**config.mk**
```make
export PLATFORM = sky130hd
export DESIGN_NAME = four_channel_sound_generator
export DESIGN_NICKNAME = d
export VERILOG_FILES = /design/src/hw/rtl/fcsg_pkg.sv /design/src/hw/rtl/four_channel_sound_generator.sv /design/src/hw/rtl/fcsg_step.sv /design/src/hw/rtl/fcsg_mix.sv
export SDC_FILE = /design/constraint.sdc
export NUM_CORES = 2
export LEC_CHECK = 0
export ABC_AREA = 1
export BUFFER_PORTS_ARGS = -buffer_cell sky130_fd_sc_hd__buf_2
export CORE_ASPECT_RATIO = 1.1
export CORE_MARGIN = 3
export CORE_UTILIZATION = 60
export DETAILED_ROUTE_END_ITERATION = 10
export PLACE_DENSITY_LB_ADDON = 0.08
export SLEW_MARGIN = 20
export SYNTH_ARGS = -nofsm -noshare
export SYNTH_HDL_FRONTEND = slang
export SYNTH_HIERARCHICAL = 1
export SYNTH_SLANG_ARGS = --single-unit
export TNS_END_PERCENT = 1
```
**constraint.sdc**
```tcl
create_clock -name clk_i -period 12.7 [get_ports clk_i]
set_clock_uncertainty 0.1 [all_clocks]
set_input_delay 0.635 -clock clk_i [delete_from_list [all_inputs] [get_ports clk_i]]
set_output_delay 0.635 -clock clk_i [all_outputs]
set_load 0.02 [all_outputs]
```
**src/hw/rtl/fcsg_pkg.sv**
```systemverilog
// ----------------------------------------------------------------------------
// fcsg_pkg
// Shared types and constants of the four-channel sound generator.
// ----------------------------------------------------------------------------
package fcsg_pkg;

  localparam logic [1:0] CMD_READ  = 2'd0;
  localparam logic [1:0] CMD_WRITE = 2'd1;
  localparam logic [1:0] CMD_TICK  = 2'd2;

  localparam int unsigned NUM_REGS = 21;
  localparam int unsigned NUM_OFFS = 23;

  localparam logic [4:0] SL_NR10 = 5'd0;
  localparam logic [4:0] SL_NR11 = 5'd1;
  localparam logic [4:0] SL_NR12 = 5'd2;
  localparam logic [4:0] SL_NR13 = 5'd3;
  localparam logic [4:0] SL_NR14 = 5'd4;
  localparam logic [4:0] SL_NR21 = 5'd5;
  localparam logic [4:0] SL_NR22 = 5'd6;
  localparam logic [4:0] SL_NR23 = 5'd7;
  localparam logic [4:0] SL_NR24 = 5'd8;
  localparam logic [4:0] SL_NR30 = 5'd9;
  localparam logic [4:0] SL_NR31 = 5'd10;
  localparam logic [4:0] SL_NR32 = 5'd11;
  localparam logic [4:0] SL_NR33 = 5'd12;
  localparam logic [4:0] SL_NR34 = 5'd13;
  localparam logic [4:0] SL_NR41 = 5'd14;
  localparam logic [4:0] SL_NR42 = 5'd15;
  localparam logic [4:0] SL_NR43 = 5'd16;
  localparam logic [4:0] SL_NR44 = 5'd17;
  localparam logic [4:0] SL_NR50 = 5'd18;
  localparam logic [4:0] SL_NR52 = 5'd20;
  localparam logic [4:0] SL_NONE = 5'd31;

  localparam logic [7:0] A_NR11 = 8'h11;
  localparam logic [7:0] A_NR14 = 8'h14;
  localparam logic [7:0] A_NR21 = 8'h16;
  localparam logic [7:0] A_NR24 = 8'h19;
  localparam logic [7:0] A_NR31 = 8'h1B;
  localparam logic [7:0] A_NR34 = 8'h1E;
  localparam logic [7:0] A_NR41 = 8'h20;
  localparam logic [7:0] A_NR43 = 8'h22;
  localparam logic [7:0] A_NR44 = 8'h23;
  localparam logic [7:0] A_NR52 = 8'h26;

  localparam logic [4:0] REG_SLOT [NUM_OFFS] = '{
    5'd0, 5'd1, 5'd2, 5'd3, 5'd4, SL_NONE, 5'd5, 5'd6, 5'd7, 5'd8, 5'd9, 5'd10,
    5'd11, 5'd12, 5'd13, SL_NONE, 5'd14, 5'd15, 5'd16, 5'd17, 5'd18, 5'd19, 5'd20
  };

  localparam logic [7:0] REG_MASK [NUM_OFFS] = '{
    8'h80, 8'h3F, 8'h00, 8'hFF, 8'hBF, 8'hFF, 8'h3F, 8'h00, 8'hFF, 8'hBF, 8'h7F,
    8'hFF, 8'h9F, 8'hFF, 8'hBF, 8'hFF, 8'hC0, 8'h00, 8'h00, 8'hBF, 8'h00, 8'h00,
    8'h70
  };

  localparam logic [7:0] DUTY_BITS [4] = '{8'h01, 8'h81, 8'h87, 8'h7E};
  localparam logic [6:0] NOISE_DIV [8] = '{7'd8, 7'd16, 7'd32, 7'd48, 7'd64, 7'd80,
                                           7'd96, 7'd112};
  localparam logic [2:0] WAVE_SHIFT [4] = '{3'd4, 3'd0, 3'd1, 3'd2};

  localparam logic [14:0] LFSR_SEED = 15'h7FFF;
  localparam logic [11:0] FREQ_BASE = 12'd2048;

  // Reciprocal of 400 scaled by 2^26, exact for the products that occur here.
  localparam logic [17:0] RECIP_400 = 18'd167773;
  localparam int unsigned RECIP_SHIFT = 26;

  localparam int unsigned ACC_W = 23;
  localparam int unsigned PER_W = 22;

  typedef struct packed {
    logic       power;
    logic [6:0] user_volume;
    logic [5:0] level;
    logic [2:0] vol_left;
    logic [2:0] vol_right;
  } mix_req_t;

endpackage

```
**src/hw/rtl/four_channel_sound_generator.sv**
```systemverilog
// ----------------------------------------------------------------------------
// four_channel_sound_generator
// Four-channel sound unit with bus access, tick sequencing and PWM mixing.
// ----------------------------------------------------------------------------
// Channel  Direction  Signals
// in       slave      in_valid_i/in_ready_o, cmd_i, addr_i, write_data_i,
//                     cycle_count_i
// out      master     out_valid_o/out_ready_i, read_data_o, sample_o
// cfg      slave      cfg_valid_i/cfg_ready_o, user_volume_i
//
// A read or write runs the execute, prepare, mix, mix-wait and output states.
// A powered tick adds the frame state for each frame event and, per channel, a
// load and, while running, timer steps in the shared compare and subtract unit
// until no wrap is left, more while a timer left above a newly shortened period
// catches up. Reset clears the control and channel state at once, but not the
// wave memory or captured request. A stalled result holds the output register;
// the next transfer is taken as soon as the sequencer returns to idle.
// ----------------------------------------------------------------------------
module four_channel_sound_generator #(
  parameter int unsigned PWM_MAX      = 1023,
  parameter int unsigned FRAME_PERIOD = 8192,
  parameter int unsigned MAX_TICK     = 255
) (
  input  logic        clk_i,
  input  logic        rst_ni,
  input  logic        in_valid_i,
  output logic        in_ready_o,
  input  logic [1:0]  cmd_i,
  input  logic [15:0] addr_i,
  input  logic [7:0]  write_data_i,
  input  logic [7:0]  cycle_count_i,
  output logic        out_valid_o,
  input  logic        out_ready_i,
  output logic [7:0]  read_data_o,
  output logic [9:0]  sample_o,
  input  logic        cfg_valid_i,
  output logic        cfg_ready_o,
  input  logic [6:0]  user_volume_i
);

  localparam int unsigned FCW = $clog2(FRAME_PERIOD + MAX_TICK + 1);

  localparam logic [3:0] ST_IDLE  = 4'd0;
  localparam logic [3:0] ST_EXEC  = 4'd1;
  localparam logic [3:0] ST_FRAME = 4'd2;
  localparam logic [3:0] ST_LOAD  = 4'd3;
  localparam logic [3:0] ST_STEP  = 4'd4;
  localparam logic [3:0] ST_PREP  = 4'd5;
  localparam logic [3:0] ST_MIX   = 4'd6;
  localparam logic [3:0] ST_MWAIT = 4'd7;
  localparam logic [3:0] ST_OUT   = 4'd8;

  logic [3:0]  state_q;
  logic [1:0]  cmd_q;
  logic [15:0] addr_q;
  logic [7:0]  wdata_q;
  logic [7:0]  cyc_q;
  logic [6:0]  uv_q;
  logic [7:0]  rdata_q;
  logic        rd_wave_q;
  logic        out_valid_q;
  logic [7:0]  out_rdata_q;
  logic [9:0]  out_sample_q;
  logic [9:0]  mix_sample_q;

  logic [7:0]  regs_q [fcsg_pkg::NUM_REGS];
  logic [7:0]  wave_mem [16];
  logic [15:0] wave_vld_q;
  logic [7:0]  wave_dat_q;
  logic        wave_hit_q;
  logic [3:0]  wave_raddr;
  logic [7:0]  wave_byte;

  logic        power_q;
  logic [FCW-1:0] frame_cnt_q;
  logic [2:0]  frame_step_q;
  logic [3:0]  chan_en_q;
  logic [8:0]  len_q [4];
  logic [1:0]  duty_sel_q [2];
  logic [2:0]  duty_pos_q [2];
  logic [13:0] sq_per_q [2];
  logic [13:0] sq_tmr_q [2];
  logic [10:0] sweep_freq_q;
  logic [10:0] shadow_q;
  logic [3:0]  sweep_cnt_q;
  logic        sweep_on_q;
  logic [3:0]  env_vol_q [3];
  logic [2:0]  env_cnt_q [3];
  logic [12:0] wave_per_q;
  logic [12:0] wave_tmr_q;
  logic [4:0]  wave_pos_q;
  logic [21:0] noise_per_q;
  logic [21:0] noise_tmr_q;
  logic [14:0] noise_sr_q;

  logic [1:0]                 ch_q;
  logic [fcsg_pkg::ACC_W-1:0] acc_q;
  logic [fcsg_pkg::PER_W-1:0] cur_per;
  logic [fcsg_pkg::ACC_W-1:0] cur_tmr;
  logic                       cur_run;
  logic                       wrap;
  logic [fcsg_pkg::ACC_W-1:0] rest;

  logic               mix_start;
  fcsg_pkg::mix_req_t mix_req;
  logic               mix_done;
  logic [9:0]         mix_sample;

  logic [7:0]  cyc_sat;
  logic [4:0]  slot;
  logic [7:0]  reg_mask;
  logic        in_range;
  logic [7:0]  lvl_wave;
  logic [3:0]  nib;
  logic [5:0]  level;

  assign in_ready_o  = (state_q == ST_IDLE);
  assign cfg_ready_o = 1'b1;
  assign out_valid_o = out_valid_q;
  assign read_data_o = out_rdata_q;
  assign sample_o    = out_sample_q;

  assign cyc_sat = (32'(cycle_count_i) > MAX_TICK) ? 8'(MAX_TICK) : cycle_count_i;

  always_comb begin
    in_range = (addr_q[15:8] == 8'hFF) && (addr_q[7:0] >= 8'h10) &&
               (addr_q[7:0] <= fcsg_pkg::A_NR52);
    slot     = fcsg_pkg::SL_NONE;
    reg_mask = 8'hFF;
    if (in_range) begin
      slot     = fcsg_pkg::REG_SLOT[5'(addr_q[7:0] - 8'h10)];
      reg_mask = fcsg_pkg::REG_MASK[5'(addr_q[7:0] - 8'h10)];
    end
  end

  always_comb begin
    case (ch_q)
      2'd0: begin
        cur_per = fcsg_pkg::PER_W'(sq_per_q[0]);
        cur_tmr = fcsg_pkg::ACC_W'(sq_tmr_q[0]);
      end
      2'd1: begin
        cur_per = fcsg_pkg::PER_W'(sq_per_q[1]);
        cur_tmr = fcsg_pkg::ACC_W'(sq_tmr_q[1]);
      end
      2'd2: begin
        cur_per = fcsg_pkg::PER_W'(wave_per_q);
        cur_tmr = fcsg_pkg::ACC_W'(wave_tmr_q);
      end
      default: begin
        cur_per = noise_per_q;
        cur_tmr = fcsg_pkg::ACC_W'(noise_tmr_q);
      end
    endcase
    cur_run = chan_en_q[ch_q] && (cur_per != '0);
  end

  fcsg_step u_step (
    .acc_i    (acc_q),
    .period_i (cur_per),
    .wrap_o   (wrap),
    .rest_o   (rest)
  );

  assign wave_raddr = (state_q == ST_EXEC) ? addr_q[3:0] : wave_pos_q[4:1];
  assign wave_byte  = wave_hit_q ? wave_dat_q : 8'h00;

  always_ff @(posedge clk_i) begin
    wave_dat_q <= wave_mem[wave_raddr];
    if ((state_q == ST_EXEC) && (cmd_q == fcsg_pkg::CMD_WRITE) &&
        (addr_q[15:4] == 12'hFF3)) begin
      wave_mem[addr_q[3:0]] <= wdata_q;
    end
  end

  always_comb begin
    nib      = wave_pos_q[0] ? wave_byte[3:0] : wave_byte[7:4];
    lvl_wave = 8'(nib >> fcsg_pkg::WAVE_SHIFT[regs_q[fcsg_pkg::SL_NR32][6:5]]);
    level    = '0;
    if (chan_en_q[0] && fcsg_pkg::DUTY_BITS[duty_sel_q[0]][duty_pos_q[0]]) begin
      level = level + 6'(env_vol_q[0]);
    end
    if (chan_en_q[1] && fcsg_pkg::DUTY_BITS[duty_sel_q[1]][duty_pos_q[1]]) begin
      level = level + 6'(env_vol_q[1]);
    end
    if (chan_en_q[2] && regs_q[fcsg_pkg::SL_NR30][7]) begin
      level = level + 6'(lvl_wave);
    end
    if (chan_en_q[3] && !noise_sr_q[0]) begin
      level = level + 6'(env_vol_q[2]);
    end
  end

  assign mix_start         = (state_q == ST_MIX);
  assign mix_req.power     = power_q;
  assign mix_req.user_volume = uv_q;
  assign mix_req.level     = level;
  assign mix_req.vol_left  = regs_q[fcsg_pkg::SL_NR50][6:4];
  assign mix_req.vol_right = regs_q[fcsg_pkg::SL_NR50][2:0];

  fcsg_mix #(
    .PWM_MAX (PWM_MAX)
  ) u_mix (
    .clk_i    (clk_i),
    .rst_ni   (rst_ni),
    .start_i  (mix_start),
    .req_i    (mix_req),
    .done_o   (mix_done),
    .sample_o (mix_sample)
  );

  always_ff @(posedge clk_i) begin
    if (in_valid_i && in_ready_o) begin
      cmd_q   <= cmd_i;
      addr_q  <= addr_i;
      wdata_q <= write_data_i;
      cyc_q   <= cyc_sat;
    end
    if (mix_done) begin
      mix_sample_q <= mix_sample;
    end
  end

  always_ff @(posedge clk_i or negedge rst_ni) begin
    logic [7:0]  v;
    logic [10:0] f;
    logic [2:0]  per;
    logic [2:0]  sh;
    logic [11:0] delta;
    logic [11:0] nf;
    logic [3:0]  scnt;
    logic [2:0]  ecnt;
    logic [7:0]  er;
    logic        b;
    logic [14:0] sr;
    logic        do_len;
    logic        do_sweep;
    logic        do_env;
    if (!rst_ni) begin
      state_q      <= ST_IDLE;
      uv_q         <= 7'd100;
      rdata_q      <= '0;
      rd_wave_q    <= 1'b0;
      out_valid_q  <= 1'b0;
      out_rdata_q  <= '0;
      out_sample_q <= '0;
      wave_vld_q   <= '0;
      wave_hit_q   <= 1'b0;
      power_q      <= 1'b0;
      frame_cnt_q  <= '0;
      frame_step_q <= '0;
      chan_en_q    <= '0;
      for (int i = 0; i < fcsg_pkg::NUM_REGS; i++) regs_q[i] <= '0;
      for (int i = 0; i < 4; i++) len_q[i] <= '0;
      for (int i = 0; i < 2; i++) begin
        duty_sel_q[i] <= '0;
        duty_pos_q[i] <= '0;
        sq_per_q[i]   <= '0;
        sq_tmr_q[i]   <= '0;
      end
      for (int i = 0; i < 3; i++) begin
        env_vol_q[i] <= '0;
        env_cnt_q[i] <= '0;
      end
      sweep_freq_q <= '0;
      shadow_q     <= '0;
      sweep_cnt_q  <= '0;
      sweep_on_q   <= 1'b0;
      wave_per_q   <= '0;
      wave_tmr_q   <= '0;
      wave_pos_q   <= '0;
      noise_per_q  <= '0;
      noise_tmr_q  <= '0;
      noise_sr_q   <= '0;
      ch_q         <= '0;
      acc_q        <= '0;
    end else begin
      v = wdata_q;
      if (cfg_valid_i && cfg_ready_o) begin
        uv_q <= user_volume_i;
      end
      if (out_valid_q && out_ready_i) begin
        out_valid_q <= 1'b0;
      end
      wave_hit_q <= wave_vld_q[wave_raddr];
      case (state_q)
        ST_IDLE: begin
          if (in_valid_i) begin
            state_q <= ST_EXEC;
          end
        end
        ST_EXEC: begin
          rdata_q   <= '0;
          rd_wave_q <= 1'b0;
          state_q   <= ST_PREP;
          case (cmd_q)
            fcsg_pkg::CMD_READ: begin
              if (addr_q[15:4] == 12'hFF3) begin
                rd_wave_q <= 1'b1;
              end else if (!in_range || (slot == fcsg_pkg::SL_NONE)) begin
                rdata_q <= 8'hFF;
              end else if (addr_q[7:0] == fcsg_pkg::A_NR52) begin
                rdata_q <= {power_q, 7'h70};
              end else begin
                rdata_q <= regs_q[slot] | reg_mask;
              end
            end
            fcsg_pkg::CMD_WRITE: begin
              if (addr_q[15:4] == 12'hFF3) begin
                wave_vld_q[addr_q[3:0]] <= 1'b1;
              end else if ((power_q || addr_q == 16'hFF26) && in_range &&
                           (slot != fcsg_pkg::SL_NONE)) begin
                if (addr_q[7:0] != fcsg_pkg::A_NR52) begin
                  regs_q[slot] <= v;
                end
                case (addr_q[7:0])
                  fcsg_pkg::A_NR11: begin
                    duty_sel_q[0] <= v[7:6];
                    len_q[0]      <= 9'(7'd64 - 7'(v[5:0]));
                  end
                  fcsg_pkg::A_NR14: begin
                    f = {v[2:0], regs_q[fcsg_pkg::SL_NR13]};
                    sweep_freq_q <= f;
                    sq_per_q[0]  <= {12'(fcsg_pkg::FREQ_BASE - 12'(f)), 2'b00};
                    if (v[7]) begin
                      chan_en_q[0] <= 1'b1;
                      if (len_q[0] == '0) len_q[0] <= 9'd64;
                      env_vol_q[0] <= regs_q[fcsg_pkg::SL_NR12][7:4];
                      env_cnt_q[0] <= regs_q[fcsg_pkg::SL_NR12][2:0];
                      shadow_q     <= f;
                      sweep_cnt_q  <= {1'b0, regs_q[fcsg_pkg::SL_NR10][6:4]};
                      sweep_on_q   <= (regs_q[fcsg_pkg::SL_NR10][6:4] != 3'd0) ||
                                      (regs_q[fcsg_pkg::SL_NR10][2:0] != 3'd0);
                    end
                  end
                  fcsg_pkg::A_NR21: begin
                    duty_sel_q[1] <= v[7:6];
                    len_q[1]      <= 9'(7'd64 - 7'(v[5:0]));
                  end
                  fcsg_pkg::A_NR24: begin
                    f = {v[2:0], regs_q[fcsg_pkg::SL_NR23]};
                    sq_per_q[1] <= {12'(fcsg_pkg::FREQ_BASE - 12'(f)), 2'b00};
                    if (v[7]) begin
                      chan_en_q[1] <= 1'b1;
                      if (len_q[1] == '0) len_q[1] <= 9'd64;
                      env_vol_q[1] <= regs_q[fcsg_pkg::SL_NR22][7:4];
                      env_cnt_q[1] <= regs_q[fcsg_pkg::SL_NR22][2:0];
                    end
                  end
                  fcsg_pkg::A_NR31: begin
                    len_q[2] <= 9'(9'd256 - 9'(v));
                  end
                  fcsg_pkg::A_NR34: begin
                    f = {v[2:0], regs_q[fcsg_pkg::SL_NR33]};
                    wave_per_q <= {12'(fcsg_pkg::FREQ_BASE - 12'(f)), 1'b0};
                    if (v[7]) begin
                      chan_en_q[2] <= regs_q[fcsg_pkg::SL_NR30][7];
                      if (len_q[2] == '0) len_q[2] <= 9'd256;
                      wave_pos_q <= '0;
                    end
                  end
                  fcsg_pkg::A_NR41: begin
                    len_q[3] <= 9'(7'd64 - 7'(v[5:0]));
                  end
                  fcsg_pkg::A_NR43: begin
                    noise_per_q <= 22'(fcsg_pkg::NOISE_DIV[v[2:0]]) << v[7:4];
                  end
                  fcsg_pkg::A_NR44: begin
                    if (v[7]) begin
                      chan_en_q[3] <= 1'b1;
                      if (len_q[3] == '0) len_q[3] <= 9'd64;
                      env_vol_q[2] <= regs_q[fcsg_pkg::SL_NR42][7:4];
                      env_cnt_q[2] <= regs_q[fcsg_pkg::SL_NR42][2:0];
                      noise_sr_q   <= fcsg_pkg::LFSR_SEED;
                    end
                  end
                  fcsg_pkg::A_NR52: begin
                    power_q                      <= v[7];
                    regs_q[fcsg_pkg::SL_NR52]    <= {v[7], 7'd0};
                    if (!v[7]) chan_en_q <= '0;
                  end
                  default: begin
                  end
                endcase
              end
            end
            fcsg_pkg::CMD_TICK: begin
              if (power_q) begin
                frame_cnt_q <= frame_cnt_q + FCW'(cyc_q);
                state_q     <= ST_FRAME;
              end
            end
            default: begin
            end
          endcase
        end
        ST_FRAME: begin
          if (frame_cnt_q >= FCW'(FRAME_PERIOD)) begin
            frame_cnt_q  <= frame_cnt_q - FCW'(FRAME_PERIOD);
            frame_step_q <= frame_step_q + 3'd1;
            do_len   = (frame_step_q[0] == 1'b0);
            do_sweep = (frame_step_q == 3'd2) || (frame_step_q == 3'd6);
            do_env   = (frame_step_q == 3'd7);
            if (do_len) begin
              if (regs_q[fcsg_pkg::SL_NR14][6] && len_q[0] != '0) begin
                len_q[0] <= len_q[0] - 9'd1;
                if (len_q[0] == 9'd1) chan_en_q[0] <= 1'b0;
              end
              if (regs_q[fcsg_pkg::SL_NR24][6] && len_q[1] != '0) begin
                len_q[1] <= len_q[1] - 9'd1;
                if (len_q[1] == 9'd1) chan_en_q[1] <= 1'b0;
              end
              if (regs_q[fcsg_pkg::SL_NR34][6] && len_q[2] != '0) begin
                len_q[2] <= len_q[2] - 9'd1;
                if (len_q[2] == 9'd1) chan_en_q[2] <= 1'b0;
              end
              if (regs_q[fcsg_pkg::SL_NR44][6] && len_q[3] != '0) begin
                len_q[3] <= len_q[3] - 9'd1;
                if (len_q[3] == 9'd1) chan_en_q[3] <= 1'b0;
              end
            end
            if (do_sweep && sweep_on_q) begin
              per   = regs_q[fcsg_pkg::SL_NR10][6:4];
              sh    = regs_q[fcsg_pkg::SL_NR10][2:0];
              scnt  = (sweep_cnt_q != '0) ? sweep_cnt_q - 4'd1 : sweep_cnt_q;
              delta = 12'(shadow_q >> sh);
              nf    = regs_q[fcsg_pkg::SL_NR10][3] ? 12'(shadow_q) - delta
                                                   : 12'(shadow_q) + delta;
              if (scnt != '0) begin
                sweep_cnt_q <= scnt;
              end else begin
                sweep_cnt_q <= (per != '0) ? {1'b0, per} : 4'd8;
                if (per != '0) begin
                  if (nf[11]) begin
                    chan_en_q[0] <= 1'b0;
                  end else if (sh != '0) begin
                    shadow_q     <= nf[10:0];
                    sweep_freq_q <= nf[10:0];
                    sq_per_q[0]  <= {12'(fcsg_pkg::FREQ_BASE - nf), 2'b00};
                  end
                end
              end
            end
            if (do_env) begin
              for (int e = 0; e < 3; e++) begin
                er = (e == 0) ? regs_q[fcsg_pkg::SL_NR12] :
                     (e == 1) ? regs_q[fcsg_pkg::SL_NR22] : regs_q[fcsg_pkg::SL_NR42];
                if (er[2:0] != '0) begin
                  ecnt = (env_cnt_q[e] != '0) ? env_cnt_q[e] - 3'd1 : env_cnt_q[e];
                  if (ecnt == '0) begin
                    env_cnt_q[e] <= er[2:0];
                    if (er[3] && env_vol_q[e] != 4'd15) begin
                      env_vol_q[e] <= env_vol_q[e] + 4'd1;
                    end else if (!er[3] && env_vol_q[e] != 4'd0) begin
                      env_vol_q[e] <= env_vol_q[e] - 4'd1;
                    end
                  end else begin
                    env_cnt_q[e] <= ecnt;
                  end
                end
              end
            end
          end else begin
            ch_q    <= '0;
            state_q <= ST_LOAD;
          end
        end
        ST_LOAD: begin
          if (cur_run) begin
            acc_q   <= cur_tmr + fcsg_pkg::ACC_W'(cyc_q);
            state_q <= ST_STEP;
          end else if (ch_q == 2'd3) begin
            state_q <= ST_PREP;
          end else begin
            ch_q <= ch_q + 2'd1;
          end
        end
        ST_STEP: begin
          if (wrap) begin
            acc_q <= rest;
            case (ch_q)
              2'd0: duty_pos_q[0] <= duty_pos_q[0] + 3'd1;
              2'd1: duty_pos_q[1] <= duty_pos_q[1] + 3'd1;
              2'd2: wave_pos_q    <= wave_pos_q + 5'd1;
              default: begin
                b  = noise_sr_q[0] ^ noise_sr_q[1];
                sr = {b, noise_sr_q[14:1]};
                if (regs_q[fcsg_pkg::SL_NR43][3]) sr[6] = b;
                noise_sr_q <= sr;
              end
            endcase
          end else begin
            case (ch_q)
              2'd0: sq_tmr_q[0] <= acc_q[13:0];
              2'd1: sq_tmr_q[1] <= acc_q[13:0];
              2'd2: wave_tmr_q  <= acc_q[12:0];
              default: noise_tmr_q <= acc_q[21:0];
            endcase
            if (ch_q == 2'd3) begin
              state_q <= ST_PREP;
            end else begin
              ch_q    <= ch_q + 2'd1;
              state_q <= ST_LOAD;
            end
          end
        end
        ST_PREP: begin
          if (rd_wave_q) begin
            rdata_q <= wave_byte;
          end
          state_q <= ST_MIX;
        end
        ST_MIX: begin
          state_q <= ST_MWAIT;
        end
        ST_MWAIT: begin
          if (mix_done) begin
            state_q <= ST_OUT;
          end
        end
        ST_OUT: begin
          if (!out_valid_q || out_ready_i) begin
            out_valid_q  <= 1'b1;
            out_rdata_q  <= rdata_q;
            out_sample_q <= mix_sample_q;
            state_q      <= ST_IDLE;
          end
        end
        default: begin
          state_q <= ST_IDLE;
        end
      endcase
    end
  end

endmodule

```
**src/hw/rtl/fcsg_step.sv**
```systemverilog
// ----------------------------------------------------------------------------
// fcsg_step
// Shared compare and subtract unit that advances all channel timers.
// ----------------------------------------------------------------------------
module fcsg_step (
  input  logic [fcsg_pkg::ACC_W-1:0] acc_i,
  input  logic [fcsg_pkg::PER_W-1:0] period_i,
  output logic                       wrap_o,
  output logic [fcsg_pkg::ACC_W-1:0] rest_o
);

  logic [fcsg_pkg::ACC_W-1:0] per_ext;

  assign per_ext = fcsg_pkg::ACC_W'(period_i);
  assign wrap_o  = (acc_i >= per_ext);
  assign rest_o  = acc_i - per_ext;

endmodule

```
**src/hw/rtl/fcsg_mix.sv**
```systemverilog
// ----------------------------------------------------------------------------
// fcsg_mix
// Four-stage mixer: level scaling, master and user volume, clamping.
// ----------------------------------------------------------------------------
module fcsg_mix #(
  parameter int unsigned PWM_MAX = 1023
) (
  input  logic               clk_i,
  input  logic               rst_ni,
  input  logic               start_i,
  input  fcsg_pkg::mix_req_t req_i,
  output logic               done_o,
  output logic [9:0]         sample_o
);

  localparam int unsigned PW  = $clog2(PWM_MAX + 1);
  localparam int unsigned SW  = PW + 2;
  localparam int unsigned MID = PWM_MAX / 2;

  logic [3:0]        vld_q;
  logic              mute1_q, mute2_q, mute3_q;
  logic [6:0]        uv1_q;
  logic signed [9:0] half_q;
  logic              neg2_q, neg3_q;
  logic [16:0]       x_q;
  logic [34:0]       prod_q;
  logic [9:0]        sample_q;

  logic [7:0]         lvl3;
  logic [5:0]         comp;
  logic [3:0]         vsum;
  logic [3:0]         vmul;
  logic [9:0]         cv;
  logic signed [11:0] t;
  logic [8:0]         mag;
  logic [15:0]        mu;
  logic [8:0]         q;
  logic signed [SW-1:0] outv;
  logic [PW-1:0]      clamped;

  always_comb begin
    lvl3 = 8'({2'b00, req_i.level} + {1'b0, req_i.level, 1'b0});
    comp = lvl3[7:2];
    vsum = 4'({1'b0, req_i.vol_left} + {1'b0, req_i.vol_right});
    vmul = 4'({1'b0, vsum[3:1]} + 4'd1);
    cv   = 10'(comp * vmul);
    t    = 12'(($signed({2'b00, cv}) - 12'sd144) * 12'sd3);
  end

  always_comb begin
    mag = half_q[9] ? 9'(-half_q) : half_q[8:0];
    mu  = 16'(mag * uv1_q);
  end

  always_comb begin
    q    = prod_q[fcsg_pkg::RECIP_SHIFT +: 9];
    outv = neg3_q ? SW'(MID) - SW'(q) : SW'(MID) + SW'(q);
    if (mute3_q) begin
      clamped = PW'(MID);
    end else if (outv < 0) begin
      clamped = '0;
    end else if (outv > SW'(PWM_MAX)) begin
      clamped = PW'(PWM_MAX);
    end else begin
      clamped = PW'(outv);
    end
  end

  always_ff @(posedge clk_i or negedge rst_ni) begin
    if (!rst_ni) begin
      vld_q <= '0;
    end else begin
      vld_q <= {vld_q[2:0], start_i};
    end
  end

  always_ff @(posedge clk_i) begin
    mute1_q  <= !req_i.power || (req_i.user_volume == 7'd0);
    uv1_q    <= req_i.user_volume;
    half_q   <= 10'(t >>> 1);
    mute2_q  <= mute1_q;
    neg2_q   <= half_q[9];
    x_q      <= 17'({1'b0, mu} + {mu, 1'b0});
    mute3_q  <= mute2_q;
    neg3_q   <= neg2_q;
    prod_q   <= 35'(x_q * fcsg_pkg::RECIP_400);
    sample_q <= 10'(clamped);
  end

  assign done_o   = vld_q[3];
  assign sample_o = sample_q;

endmodule

```
# Yosys cells after proc, flatten, opt, wreduce, memory -nomap -nowiden
# Memory sizes are Yosys's and may differ from the RTL's. A register that Yosys moved wholly into a read port is not among the register bits.
# Index checks and enable logic that the tools add are counted.
# W data, S select, Z words.
[totals]
ff_bits = 629
ram_bits = 128
rom_bits = 472
inputBits = 46
output_inout_bits = 21
elab_cells = 617
memories = 4
[mem_list]
columns = ["name", "words", "width", "rd", "rd_ports_with_merged_regs", "wr", "line", "text"]
rows = [
  ["(name not given)", 32, 8, 1, 0, 0, "four_channel_sound_generator.sv:132", "reg_mask = fcsg_pkg::REG_MASK[5'(addr_q[7:0] - 8'h10)];"],
  ["(name not given)", 32, 5, 1, 0, 0, "four_channel_sound_generator.sv:131", "slot = fcsg_pkg::REG_SLOT[5'(addr_q[7:0] - 8'h10)];"],
  ["wave_mem", 16, 8, 1, 1, 1, "four_channel_sound_generator.sv:67", "logic [7:0] wave_mem [16];"],
  ["(name not given)", 8, 7, 1, 0, 0, "four_channel_sound_generator.sv:366", "noise_per_q <= 22'(fcsg_pkg::NOISE_DIV[v[2:0]]) << v[7:4];"],
]
[op_classes]
addsub = 43
multipliers = 4
magnitude_cmp = 19
eq_ne = 102
shift = 3
muxes = 229
bitwise = 12
n_reduce_logical = 118
[op_table]
columns = ["operator", "count"]
rows = [
  ["$mux W36", 5],
  ["$mux W4", 44],
  ["$mux W9", 19],
  ["$bwmux W168", 1],
  ["$mux W14", 11],
  ["$mux W8", 18],
  ["$pmux W22 S3", 2],
  ["$mux W11", 11],
  ["$mux W15", 7],
  ["$pmux W9 S2", 5],
  ["$mux W12", 7],
  ["$mux W28", 3],
  ["$reduce_and A11 Y1", 7],
  ["$pmux W36 S2", 1],
  ["$ne A2 B2 Y1 const B", 32],
  ["$mux W3", 20],
  ["$pmux W14 S2", 2],
  ["$mux W5", 10],
  ["$eq A8 B5 Y1 const B", 6],
  ["$mux W23", 2],
  ["$pmux W23 S2", 1],
  ["$bmux W8 S5", 1],
  ["$demux W8 S5", 1],
  ["$reduce_and A10 Y1", 4],
  ["119 further kinds", 310],
]

# Logic depth before layout (Yosys ltp)
[depth]
ltp_word = 18
depth_mapped = 51
ltp_nobuf = 51

# By module
# Netlist, hierarchy kept.
[by_module_without_submodules]
columns = ["mod", "instances", "cells_each", "area_each_um2", "seq_area_each_um2"]
rows = [
  ["four_channel_sound_generator", 1, 4271, 35635.4, 17640.7],
  ["fcsg_mix", 1, 1387, 11622.4, 1261.2],
  ["fcsg_step", 1, 373, 1761.7, 0.0],
]

# Worst setup path after synthesis
# OpenSTA, ideal clock, no wires.
[synth_path]
path_kind = "reg2reg"
startpoint = "register duty_sel_q[2] (netlist name)"
endpoint = "register u_mix.half_q[9]"
setup_ns = 0.122
t_arrival_ns = 8.239
required_time_ns = 12.478
path_slack_ns = 4.239
stages_incl_launch_ff = 49
n_path_buf = 0
synth_period_minus_slack_ns = 8.461
cell_sequence = "dfrtp_1 > ha_1 > a21oi_1 > o21ai_0 > o21ai_0 > nand2_1 > nand3_1 > nor2_1 > ha_1 > fa_1 > nand2_1 > inv_1 > o31ai_1 > ha_1 > xnor2_1 > o21ai_0 > ha_1 > a21oi_1 > (+13 left out) > fa_1 > fa_1 > inv_1 > ha_1 > ha_1 > fa_1 > a31oi_1 > xor2_1 > inv_1 > ha_1 > ha_1 > a21oi_1 > o21ai_0 > a31oi_1 > inv_1 > nand2_1 > nand2_1 > xor2_1"
[synth_between]
elab_chain_cells = 18
[synth_lines]
columns = ["item", "line", "text"]
rows = [
  ["start, declared", "four_channel_sound_generator.sv:79", "logic [1:0] duty_sel_q [2];"],
  ["$not A2 Y3 (implied by the code) *", "four_channel_sound_generator.sv:180", "if (chan_en_q[0] && fcsg_pkg::DUTY_BITS[duty_sel_q[0]][duty_pos_q[0]]) begin"],
  ["$bmux W8 S2 *", "four_channel_sound_generator.sv:180", ""],
  ["$mux W8 (implied by the code) * (2 in a row)", "four_channel_sound_generator.sv:180", ""],
  ["$bmux W1 S3 *", "four_channel_sound_generator.sv:180", ""],
  ["$mux W1 (implied by the code) *", "four_channel_sound_generator.sv:180", ""],
  ["$logic_and A1 B1 Y1 *", "four_channel_sound_generator.sv:180", ""],
  ["$mux W4 *", "four_channel_sound_generator.sv:180", ""],
  ["$add A6 B4 Y6", "four_channel_sound_generator.sv:184", "level = level + 6'(env_vol_q[1]);"],
  ["(+3 left out)", "--", ""],
  ["$add A6 B4 Y6", "four_channel_sound_generator.sv:190", "level = level + 6'(env_vol_q[2]);"],
  ["$mux W6 *", "four_channel_sound_generator.sv:189", "if (chan_en_q[3] && !noise_sr_q[0]) begin"],
  ["named net level[3]", "four_channel_sound_generator.sv:115", "logic [5:0] level;"],
  ["$add A6 B7 Y8 *", "fcsg_mix.sv:42", "lvl3 = 8'({2'b00, req_i.level} + {1'b0, req_i.level, 1'b0});"],
  ["$mul A6 B4 Y10 *", "fcsg_mix.sv:46", "cv = 10'(comp * vmul);"],
  ["$sub A10 B8 Y11 *", "fcsg_mix.sv:47", "t = 12'(($signed({2'b00, cv}) - 12'sd144) * 12'sd3);"],
  ["$mul A12 B3 Y11 *", "fcsg_mix.sv:47", ""],
  ["named net u_mix.t[10]", "fcsg_mix.sv:34", "logic signed [11:0] t;"],
  ["end signal, assigned", "fcsg_mix.sv:80", "half_q <= 10'(t >>> 1);"],
  ["end, declared", "fcsg_mix.sv:23", "logic signed [9:0] half_q;"],
]
# Mark *: on every way through the listed nets, which the timed path passes. The rest lies on a longest branch. The select of a mux whose other input is x is not followed.
# A chain may end at the register's enable or synchronous reset.

# Worst setup path in the final report
# Ends and elaborated chain as after synthesis.

==> flow_summary.toml <==
[timing]
fin_crit_sh_pct = 76.1
period_minus_slack_ns = 9.66
fmax_mhz = 104
maxSlewHeadroom_pct = 26.5
rsz0062_at_grt = "false"
finalSetupViolCount = 0
whs_ns = 0.0284
tightest_slew_ns = 1.10
hold_viol_final = 0
tns_ns = 0
slew_violations = 0

[setup_path]
r2r_end = "u_mix/half_q[9]$_DFF_P_"
critical_path.most_common_cell = "ha_1"
cp_slowest_stage_delay_ns = 0.54
reg2regPathDepth = 48
crit_path_top_delay_cell = "fa_1"
crit_family = "adder cells"
cp_max_fo = 5
r2r_setup_slack_ns = 3.04
crit_path_start = "duty_sel_q[2]$_DFFE_PN0P_"
r2r_start = "duty_sel_q[2]$_DFFE_PN0P_"
path_buf_inv = 7
crit_arrival_ns = 10.07
crit_type = "reg -> reg"
cp.required_ns = 13.11
startpoint_type = "flop"
worstSetupEndpointType = "flop"

[cells_and_area]
fin_area_mm2 = 0.0532
fillers = 6839
area_growth_pct = 8.54
seq_area_mm2 = 0.0189
multi_input_area_mm2 = 0.0261
nNetsFinal = 6617
drive_above_1_share_pct = 6.82

[yosys]
async_flop_share_pct = 67.6
synth_cells = 6031
yosys-top-cells-area = "dfrtp_1 25%, nand2_1 11%, edfxtp_1 11%"
synth_top_area_share_pct = 25.2
syn_avg_cell_area_um2 = 8.13
synth_common_cells = "1406 x nand2_1, 829 x inv_1, 582 x o21ai_0, 493 x dfrtp_1, 493 x nor2_1"
ys_seq_area_share_pct = 38.6
synth_edf_count = 172
yosysMostFrequentCell = "nand2_1"
synthFlopType = "dfrtp_1"
ys_warn_count = 6
syn_nets = 6597
yosys_register_bits = 734
synth_area_mm2 = 0.0490
synth_top_cell_by_area = "dfrtp_1"
synth.distinct_cells = 77

[floorplan]
core-area_mm2 = 0.0806
num_rows = 109
io_pins = 67
start_util_pct = 60.8
die_area_mm2 = 0.0852
die_y_um = 306
dieWidth_um = 279

[cts]
cts_max_level = 3
clk_latency_ns = 0.69
numCtsBuffers = 80
cts_tree = "yes"
clockBufferDepth = 3
cts.sinks = 734
cts_resized = 0
cts_root_buf = "clkbuf_16"
cts_setup_buffers = 0
path_clk_slew_ns = 0.07

[drt]
dr.first_iter.drc_count = 3916
post_drt_via_cell_ratio = 5.77
dr.pass1.iters = 7
routed_wl_mm = 139
wl_per_cell_um = 19.4
final_antenna_net_count = 0
drc = 0
vias = 41400

[grt]
grt_util_met2_pct = 53.9
grt_pass1_vias = 40100
grt_pass1_wl_mm = 220
grt.overflow.total = 0
grt_start_max_net_pins = 143
grtUsageTotal_pct = 32.6
antenna_found_initial = 0
met1_usage_pct = 43.6
top_usage_layer = "met2"
met3_usage_pct = 4.69

[placed_design]
io_buffers = 65
place.gp.congestion = 1.01
placed_cell_area_mm2 = 0.0502
dpl.hpwl_mm = 102

[min_path]
min_from = "addr_i[12]"
hp-class = "in -> reg"
whs_endpoint = "addr_q[12]$_DFFE_PP_"
whs_path_depth = 1

[outcome]
status = "finished, final reports clean"

[run]
cap_violations = 0
-- logic make-up after synthesis --
logic type / synth area share (%)
simple gates: 20.2
mux: 0.863
buf+inv: 8.30
xor+xnor: 3.21
flops: 38.6
other cells: 0.0153
compound gates: 13.0
fa+ha+maj: 15.8
-- layer usage --
metal | up-vias | share of wire, % | routed length [um]
met1 | 19800 | 42 | 58000
met2 | 1511 | 47 | 65200
li1 | 19800 | - | -
met4 | 0 | 4.3 | 5950
met5 | - | 0 | 0
met3 | 317 | 7.1 | 9810
-- what timing repair did --
| item | in CTS | in global routing |
|---|---|---|
| hold buffers | 13 | 0 |
| hold endpoints to repair | 106 | 0 |
| setup endpoints to repair | 0 | 0 |
-- cell usage in the layout (no fill, tap or decap), types with 72 or more instances in the layout --
master	instances
xor2_1	134
dfrtp_1	493
ha_1	355
clkbuf_16	81
a21oi_1	205
edfxtp_1	172
fa_1	165
o21ai_1	72
inv_1	827
nand3_1	219
o21ai_0	582
nor2_1	491
nand2_1	1405
-- flip-flops by register name (all words and copies together), names as in the netlist, 17 cells and up --
signal / count
acc_q: 23
len_q: 36
noise_per_q: 19
noise_tmr_q: 22
regs_q: 162
sq_per_q: 24
sq_tmr_q: 28
u_mix/x_q: 17
wave_mem: 128
-- how the worst max path moves through the flow --
stage,to,depth (start not counted)
2_1_floorplan,u_mix/half_q[9]$_DFF_P_,48
5_1_grt,u_mix/half_q[9]$_DFF_P_,48
4_1_cts,u_mix/half_q[9]$_DFF_P_,48
3_3_place_gp,u_mix/half_q[9]$_DFF_P_,48
6_report,u_mix/half_q[9]$_DFF_P_,48
3_5_place_dp,u_mix/half_q[9]$_DFF_P_,48
-- layout make-up --
| class | instances | share of cell area, % |
|---|---|---|
| Inverter | 861 | 6.08 |
| Tap cell | 1054 | 2.48 |
| Clock buffer | 102 | 4.09 |
| Clock inverter | 46 | 1.27 |
| Timing Repair Buffer | 121 | 1.51 |
| Sequential cell | 734 | 35.5 |
| Multi-Input combinational cell | 4253 | 49.0 |
| Antenna cell | 2 | 0.00941 |
-- stage by stage --
stage | worst slack (ns) | instances | util [%]
2_1_floorplan | 4.24 | 6031 | -
3_3_place_gp | 3.43 | 7010 | 62.3
3_5_place_dp | 3.27 | 7010 | 62.3
4_1_cts | 3.19 | 7171 | 66.0
5_1_grt | 2.13 | 7171 | 66.0
6_report | 3.04 | 7173 | 66.0
Power is left out: the tool's default activity adds up to more than one toggle a clock period on the data nets, which glitch-free logic cannot reach.
